**config.mk**
```make
export PLATFORM = sky130hd
export DESIGN_NAME = terr_ram
export DESIGN_NICKNAME = d
export VERILOG_FILES = /design/src/hw/rtl/terr_ram.sv
export SDC_FILE = /design/constraint.sdc
export NUM_CORES = 1
export LEC_CHECK = 0
export BUFFER_PORTS_ARGS = -buffer_cell sky130_fd_sc_hd__buf_2
export CORE_MARGIN = 2
export CORE_UTILIZATION = 60
export DETAILED_ROUTE_END_ITERATION = 8
export HOLD_SLACK_MARGIN = 0.15
export PLACE_DENSITY = 0.81
export SETUP_SLACK_MARGIN = 0.05
export SLEW_MARGIN = 15
export SYNTH_ARGS = -nofsm -noshare
export SYNTH_HDL_FRONTEND = slang
export SYNTH_SLANG_ARGS = --single-unit
```
**constraint.sdc**
```tcl
create_clock -name i_clk -period 2.3 [get_ports i_clk]
set_clock_uncertainty 0.1 [all_clocks]
set_input_delay 0.23 -clock i_clk [delete_from_list [all_inputs] [get_ports i_clk]]
set_output_delay 0.23 -clock i_clk [all_outputs]
set_load 0.005 [all_outputs]
```
**src/hw/rtl/terr_ram.sv**
```systemverilog
// Generic single-port-write, single-read RAM with registered read data.
// No dependencies.
module terr_ram #(
    parameter int Width = 8,
    parameter int Depth = 16
) (
    input  logic                     i_clk,
    input  logic                     i_we,
    input  logic [$clog2(Depth > 1 ? Depth : 2)-1:0] i_waddr,
    input  logic [Width-1:0]         i_wdata,
    input  logic [$clog2(Depth > 1 ? Depth : 2)-1:0] i_raddr,
    output logic [Width-1:0]         o_rdata
);
    logic [Width-1:0] r_mem [Depth];

    always_ff @(posedge i_clk) begin
        if (i_we) begin
            r_mem[i_waddr] <= i_wdata;
        end
        o_rdata <= r_mem[i_raddr];
    end
endmodule

```
# Word-level counts from Yosys, hierarchy flattened
# Memory sizes are Yosys's and may differ from the RTL's. A register that Yosys moved wholly into a read port is not among the register bits.
# Index checks and enable logic that the tools add are counted.
[totals]
ff_bits = 0
ram_bits = 128
input_bits = 18
elab_cells = 3
memories = 1
[memory_table]
columns = ["name", "depth", "word_bits", "read_ports", "rd_ports_with_merged_regs", "write_ports", "line_no", "text"]
rows = [
  ["r_mem", 16, 8, 1, 1, 1, "14", "logic [Width-1:0] r_mem [Depth];"],
]
[op_classes]
mux = 2
[ops]
columns = ["cell", "n"]
rows = [
  ["1-bit 2-to-1 mux", 2],
]

# Depth between registers and ports, before layout
# Gate-level depths: netlist (run 1).
[depth]
word_depth = 2
depth_mapped = 5

# Least setup slack after synthesis (run 1)
# OpenSTA, ideal clock, no wires.
[synth_path]
kind = "input port to flip-flop"
from = "input port i_waddr[2] (netlist bit)"
to = "memory r_mem[0][0] (enable)"
arrival_ps = 1340
required_time_ps = 1817
path_slack_ps = 477
path_stages = 2
path_cell_list = "or3b_2 nor3_1"
[synth_lines]
columns = ["element", "line_no", "text"]
rows = [
  ["start: declaration", "9", "input logic [$clog2(Depth > 1 ? Depth : 2)-1:0] i_waddr,"],
  ["end: declaration", "14", ""],
]
# No word-level cell before the write port.

==> reports/results.ini, run 1 <==
[cells_and_area]
final_common_cell = edfxtp_1
nNetsFinal = 309
drive_gt1_share_pct = 30.0
design_area_um2 = 6190
instances_no_fill = 408
mostFrequentLayoutCells = edfxtp_1, buf_2, mux4_2
num_antenna_cells = 0
fillers = 439
areaGrowthSynthToFinish_pct = 20.3

[power_and_ir_drop]
netSwitchingFraction_pct = 18.7
p_sw_mw = 1.10
power.total_mw = 5.88
peakVddDrop_mv = 0.749
clockPowerShare_pct = 48.0
p_comb_share_pct = 4.6
p_int_mw = 4.78
p_seq_share_pct = 47.5
power_density_nw_per_um2 = 950
cellLeakagePower_nw = 2.15

[cts]
cts_max_level = 4
cts_root_buf = clkbuf_8
cts_resized = 0
cts_buffers = 17
cts_tree = done
clkLatencyLatePin_ns = 0.51
cts.sinks = 136
clk_pin_slew_worst_paths_ns = 0.06
clockBufferDepth = 2

[min_path]
hp-class = input pin to flop

[worst_setup_path]
end_kind = flop
cp.arrival_ns = 1.90
crit_type = input pin to flop
reg2reg_slack_ns = 0.82
start_kind = input pin
cp_max_fo = 8
crit_required_ns = 2.64

[status]
outcome = finished, final reports clean

[die]
row_count = 33
pin_count = 26
die-height_um = 96.6
core_um2 = 8260
initial_core_util_pct = 62.3
die_w_um = 96.6
die-area_um2 = 9340

[routing]
dr.pass1.iters = 5
drt_iter0_markers = 323
wire_per_inst_um = 26.2
vias = 2594
via_per_inst = 6.36
routed_wl_mm = 10.7
drtAntennaViolNets = 0
drc = 0

[yosys]
ys_warn_count = 0
synth.distinct_cells = 19
syn_avg_cell_area_um2 = 22.5
synth-seq-area-share_pct = 77.8
syn-cell-area_um2 = 5150
ys_seq_elements = 136
synth_top_area_share_pct = 74.7
syn_nets = 247
synthCells = 229
yosysTopAreaCell = edfxtp_1
synth_area_leaders = edfxtp_1, mux4_2, mux4_1

[sta]
maxSlewViolCount = 0
worst_pin_slew_ns = 0.794
hold_viol = 0
tns_ns = 0
slew_headroom_pct = 46.9
rsz0062_at_grt = false
period_minus_slack_ns = 1.56
period_share_pct = 67.7
final-setup-viol-count = 0
fmaxAchievable_mhz = 643
finalHoldWorstSlack_ns = 0.173

[grt]
grt_pass1_vias = 2726
grt_pass1_wl_mm = 16.6
track_usage_pct = 25.0
grt_max_degree = 29
grt_overflow = 0
antenna_found_initial = 0

[placement]
place_area_um2 = 5490
dp_cells = 368
numPortBuffers = 25
dp_hpwl_mm = 6.07
gp_congestion = 0.796

[flow_run]
maxCapViolations = 0

-- Yosys cell counts --
| master | count |
|---|---|
| nand3b_1 | 2 |
| nand2_1 | 9 |
| mux4_1 | 14 |
| buf_4 | 1 |
| a22oi_1 | 16 |
| buf_2 | 3 |
| buf_6 | 3 |
| and2_1 | 1 |
| nand2b_1 | 2 |
| edfxtp_1 | 128 |
| or3b_2 | 1 |
| nand3_1 | 1 |
| nor3_1 | 4 |
| mux4_2 | 18 |
| clkdlybuf4s25_2 | 3 |
| nor2_1 | 13 |
| and2b_1 | 1 |
| dfxtp_1 | 8 |
| nor2b_1 | 1 |
-- per-layer routing --
metal / share of wire [%] / track usage (%) / vias to the layer above
met5: 0 / 0 / -
met4: 2.1 / 9.75 / 0
met3: 8.2 / 5.78 / 18
met2: 50 / 38.9 / 175
met1: 39 / 35.1 / 1302
li1: - / - / 1099
-- critical path, stage by stage --
cell,delay [ns]
dlygate4sd3_1,0.53
buf_2,0.14
nor2_1,0.62
a22oi_1,0.26
nand2_1,0.13
-- logic make-up (layout without fill, tap and decap cells) --
group / count (synthesis) / after routing / synth area share [%]
DFF: 136 / 136 / 77.8
and+or+nand+nor: 35 / 35 / 3.18
muxes: 32 / 32 / 15.0
AOI/OAI and AO/OA: 16 / 16 / 2.33
buffers and inverters: 10 / 84 / 1.68
-- sequential cells by signal (all words and copies together), names as in the netlist --
name     flops
o_rdata      8
r_mem      128
-- power by group through the flow --
stage / clock (mW) / sequential (mW) / combinational (mW)
global route: 2.97 / 2.80 / 0.291
CTS: 2.85 / 2.79 / 0.271
finish: 2.82 / 2.79 / 0.269
floorplan: 0 / 2.84 / 0.141
global placement: 0 / 2.84 / 0.242
detailed placement: 0 / 2.84 / 0.251
-- per-stage QoR --
| stage | setup WS (ns) | utilization, % |
|---|---|---|
| floorplan | 0.477 | - |
| detailed placement | 0.435 | 66.4 |
| finish | 0.744 | 75.0 |
| global placement | 0.460 | 66.4 |
| CTS | 0.825 | 75.0 |
| global route | 0.697 | 75.0 |
-- final cells by class --
class                   count  area [um2]  share of cell area [%]
well taps                 105         131                    2.12
repair buffers             53         383                    6.18
clock buffers              21         439                    7.09
multi-input cells          83        1060                    17.1
clock inverters            10         179                    2.89
flip-flops and latches    136        4000                    64.6
-- timing repair --
| action | 4_1_cts | 5_1_grt |
|---|---|---|
| hold buffers | 9 | 0 |
| buffers inserted | 0 | 0 |
| hold endpoints to repair | 129 | 0 |
| setup endpoints to repair | 0 | 0 |
-- path summary, 6_finish.rpt --
path | from | endpoint | depth (start not counted)
worst max register to register | r_mem[2][1]$_DFFE_PP_ | o_rdata[1]$_DFF_P_ | 3
worst min register to register | r_mem[13][0]$_DFFE_PP_ | o_rdata[0]$_DFF_P_ | 3
worst max-delay path | i_raddr[2] | o_rdata[4]$_DFF_P_ | 5
worst min-delay path | i_raddr[3] | o_rdata[7]$_DFF_P_ | 4
(Power assumes the default switching activity.)
==> run 2: changes to the inputs <==
--- a/config.mk
+++ b/config.mk
@@ -7,10 +7,10 @@
 export LEC_CHECK = 0
 export BUFFER_PORTS_ARGS = -buffer_cell sky130_fd_sc_hd__buf_2
 export CORE_MARGIN = 2
-export CORE_UTILIZATION = 60
+export CORE_UTILIZATION = 54
 export DETAILED_ROUTE_END_ITERATION = 8
 export HOLD_SLACK_MARGIN = 0.15
-export PLACE_DENSITY = 0.81
+export PLACE_DENSITY = 0.77
 export SETUP_SLACK_MARGIN = 0.05
 export SLEW_MARGIN = 15
 export SYNTH_ARGS = -nofsm -noshare
==> constraint.sdc (replaced) <==
create_clock -name i_clk -period 1.3 [get_ports i_clk]
set_clock_uncertainty 0.1 [all_clocks]
set_input_delay 0.13 -clock i_clk [delete_from_list [all_inputs] [get_ports i_clk]]
set_output_delay 0.13 -clock i_clk [all_outputs]
set_load 0.005 [all_outputs]
==> run 2 against run 1 <==
  * The run now ends with negative setup slack left
  * Sequential power up 77%
  * Combinational power up 110%
  * Clock-buffer cell count down 1
  * Clock power up 59%
  * Critical path type is now flop to flop
  * Largest power group is now registers
==> reports/results.ini, run 2 (same netlist as run 1, synthesis figures left out) <==
[status]
outcome = finished with violations  ; was finished, final reports clean
violations = negative setup slack

[worst_setup_path]
crit_chain = mux4_2 > a22oi_2 > nand2_1  ; was dlygate4sd3_1 > buf_2 > nor2_1 > a22oi_1 > nand2_1
cp.arrival_ns = 1.69  ; was 1.90 ns
cpPeakStageDelay_ns = 0.50  ; was 0.62 ns
crit_required_ns = 1.59  ; was 2.64 ns
crit_type = flop to flop  ; was input pin to flop
end_kind = flop  ; unchanged
cpMaxStageDelayCell = mux4_2  ; was nor2_1
cp_max_fo = 1  ; was 8
start_kind = flop  ; was input pin
path_delay_family = multiplexers  ; was simple AND/OR/NAND/NOR gates
path_buf_inv = 0  ; was 2

[routing]
vias = 2552  ; was 2594
via_per_inst = 5.60  ; was 6.36
drc = 0  ; unchanged
wire_per_inst_um = 22.5  ; was 26.2 um
drt_iter0_markers = 233  ; was 323
routed_wl_mm = 10.3  ; was 10.7 mm
dr.pass1.iters = 4  ; was 5
drtAntennaViolNets = 0  ; unchanged

[grt]
grt_pass1_vias = 2722  ; was 2726
grt_overflow = 0  ; unchanged
grt_pass1_wl_mm = 15.9  ; was 16.6 mm
track_usage_pct = 22.6  ; was 25.0%
grt_max_degree = 17  ; was 29
antenna_found_initial = 0  ; unchanged

[sta]
fmaxAchievable_mhz = 714
period_share_pct = 108
slew_headroom_pct = 37.8  ; was 46.9%
hold_viol = 0  ; unchanged
rsz0062_at_grt = true  ; was false
layout_setup_ws_ns = -0.101  ; was 0.744 ns
finalHoldWorstSlack_ns = 0.0705  ; was 0.173 ns
period_minus_slack_ns = 1.40
worst_pin_slew_ns = 0.929  ; was 0.794 ns
maxSlewViolCount = 0  ; unchanged
final-setup-viol-count = 8  ; was 0

[placement]
dp_slack_ns = -0.338  ; was 0.435 ns
dp_cells = 410  ; was 368
numPortBuffers = 25  ; unchanged
gp_congestion = 0.779  ; was 0.796
dp_hpwl_mm = 6.49  ; was 6.07 mm

[cts]
clkLatencyLatePin_ns = 0.51  ; about the same
cts_setup_buffers = 0  ; unchanged
cts.sinks = 136  ; unchanged
hold_buffers = 14  ; was 9
cts_buffers = 17  ; unchanged
cts_max_level = 4  ; unchanged
clk_pin_slew_worst_paths_ns = 0.06  ; about the same
cts_tree = done  ; unchanged
cts_root_buf = clkbuf_8  ; unchanged
clockBufferDepth = 2  ; unchanged

[power_and_ir_drop]
power_density_nw_per_um2 = 1550  ; was 950 nW/um2
power.total_mw = 9.98  ; was 5.88 mW
peakVddDrop_mv = 0.909  ; was 0.749 mV
cellLeakagePower_nw = 2.20  ; was 2.15 nW

[cells_and_area]
largest_register = r_mem  ; unchanged
multi_input_area_um2 = 1100  ; was 1060 um2
fillers = 534  ; was 439
num_antenna_cells = 0  ; unchanged
areaGrowthSynthToFinish_pct = 25.4  ; was 20.3%
regArea_um2 = 4010  ; was 4000 um2
nNetsFinal = 332  ; was 309
instances_no_fill = 456  ; was 408
fin_util_pct = 69.9  ; was 75.0%
largest_reg_flops = 128  ; unchanged
mostFrequentLayoutCells = edfxtp_1, mux4_2, buf_4  ; was edfxtp_1, buf_2, mux4_2
drive_gt1_share_pct = 43.1  ; was 30.0%
final_common_cell = edfxtp_1  ; unchanged
reg.largest.list = r_mem: 128 flops, o_rdata: 8 flops  ; unchanged

[die]
row_count = 35  ; was 33
core_um2 = 9240  ; was 8260 um2
die-area_um2 = 10300  ; was 9340 um2
die_w_um = 102  ; was 96.6 um
pin_count = 26  ; unchanged
initial_core_util_pct = 55.7  ; was 62.3%
die-height_um = 102  ; was 96.6 um

[min_path]
hp-class = input pin to flop  ; unchanged

[flow_run]
maxCapViolations = 0  ; unchanged

-- run 2: cell count changes in the layout (fill, tap and decap cells not counted), moves of 7 or more --
cell | before | now
buf_4 | 17 | 29
a22oi_1 | 16 | 9
mux4_2 | 18 | 32
a22oi_2 | 0 | 7
mux4_1 | 14 | 0
-- run 2: through the flow --
stage,cell area (um2),setup TNS [ns]
floorplan,5180,-0.505
global placement,5700,-9.84
detailed placement,5700,-11.70
CTS,6440,-0.606
global route,6460,-0.999
finish,6460,-0.586
-- run 2: layout make-up --
class	instances	share of cell area, %
Clock buffer	20	6.74
Clock inverter	12	1.96
Multi-Input combinational cell	83	17.0
Sequential cell	136	62.0
Timing Repair Buffer	76	9.73
Tap cell	129	2.50
-- run 2: where the power goes --
group	switching [mW]	leakage, nW	total [mW]	internal (mW)
Combinational	0.287	0.713	0.567	0.280
Clock	1.70	0.265	4.47	2.77
Sequential	0.0371	1.22	4.94	4.91
-- run 2: metal layers --
layer  vias up  GRT usage [%]  wire length [um]
met5         -              0                 0
met4         0           8.32               147
met3        11           5.38               697
met2       103           36.2              5210
met1      1303           30.7              4220
li1       1135              -                 -
-- run 2: worst min-delay path, delay by kind of cell --
family,cells,cell delay [ns]
buf+inv,1,0.09
simple gates,2,0.28
-- run 2: final timing paths --
check                          from               endpoint  slack (ns)  depth (start not counted)
max           r_mem[2][7]$_DFFE_PP_     o_rdata[7]$_DFF_P_       -0.10                          3
min                      i_waddr[3]  r_mem[1][4]$_DFFE_PP_        0.07                          3
max reg2reg   r_mem[2][7]$_DFFE_PP_     o_rdata[7]$_DFF_P_       -0.10                          3
min reg2reg  r_mem[14][2]$_DFFE_PP_     o_rdata[2]$_DFF_P_        0.58                          3
-- run 2: repair_timing --
| action | CTS | global route |
|---|---|---|
| gates resized for setup | 9 | 6 |
| endpoints found under the hold margin | 172 | 8 |
| endpoints found under the setup margin | 10 | 40 |
| pin swaps | 5 | 2 |
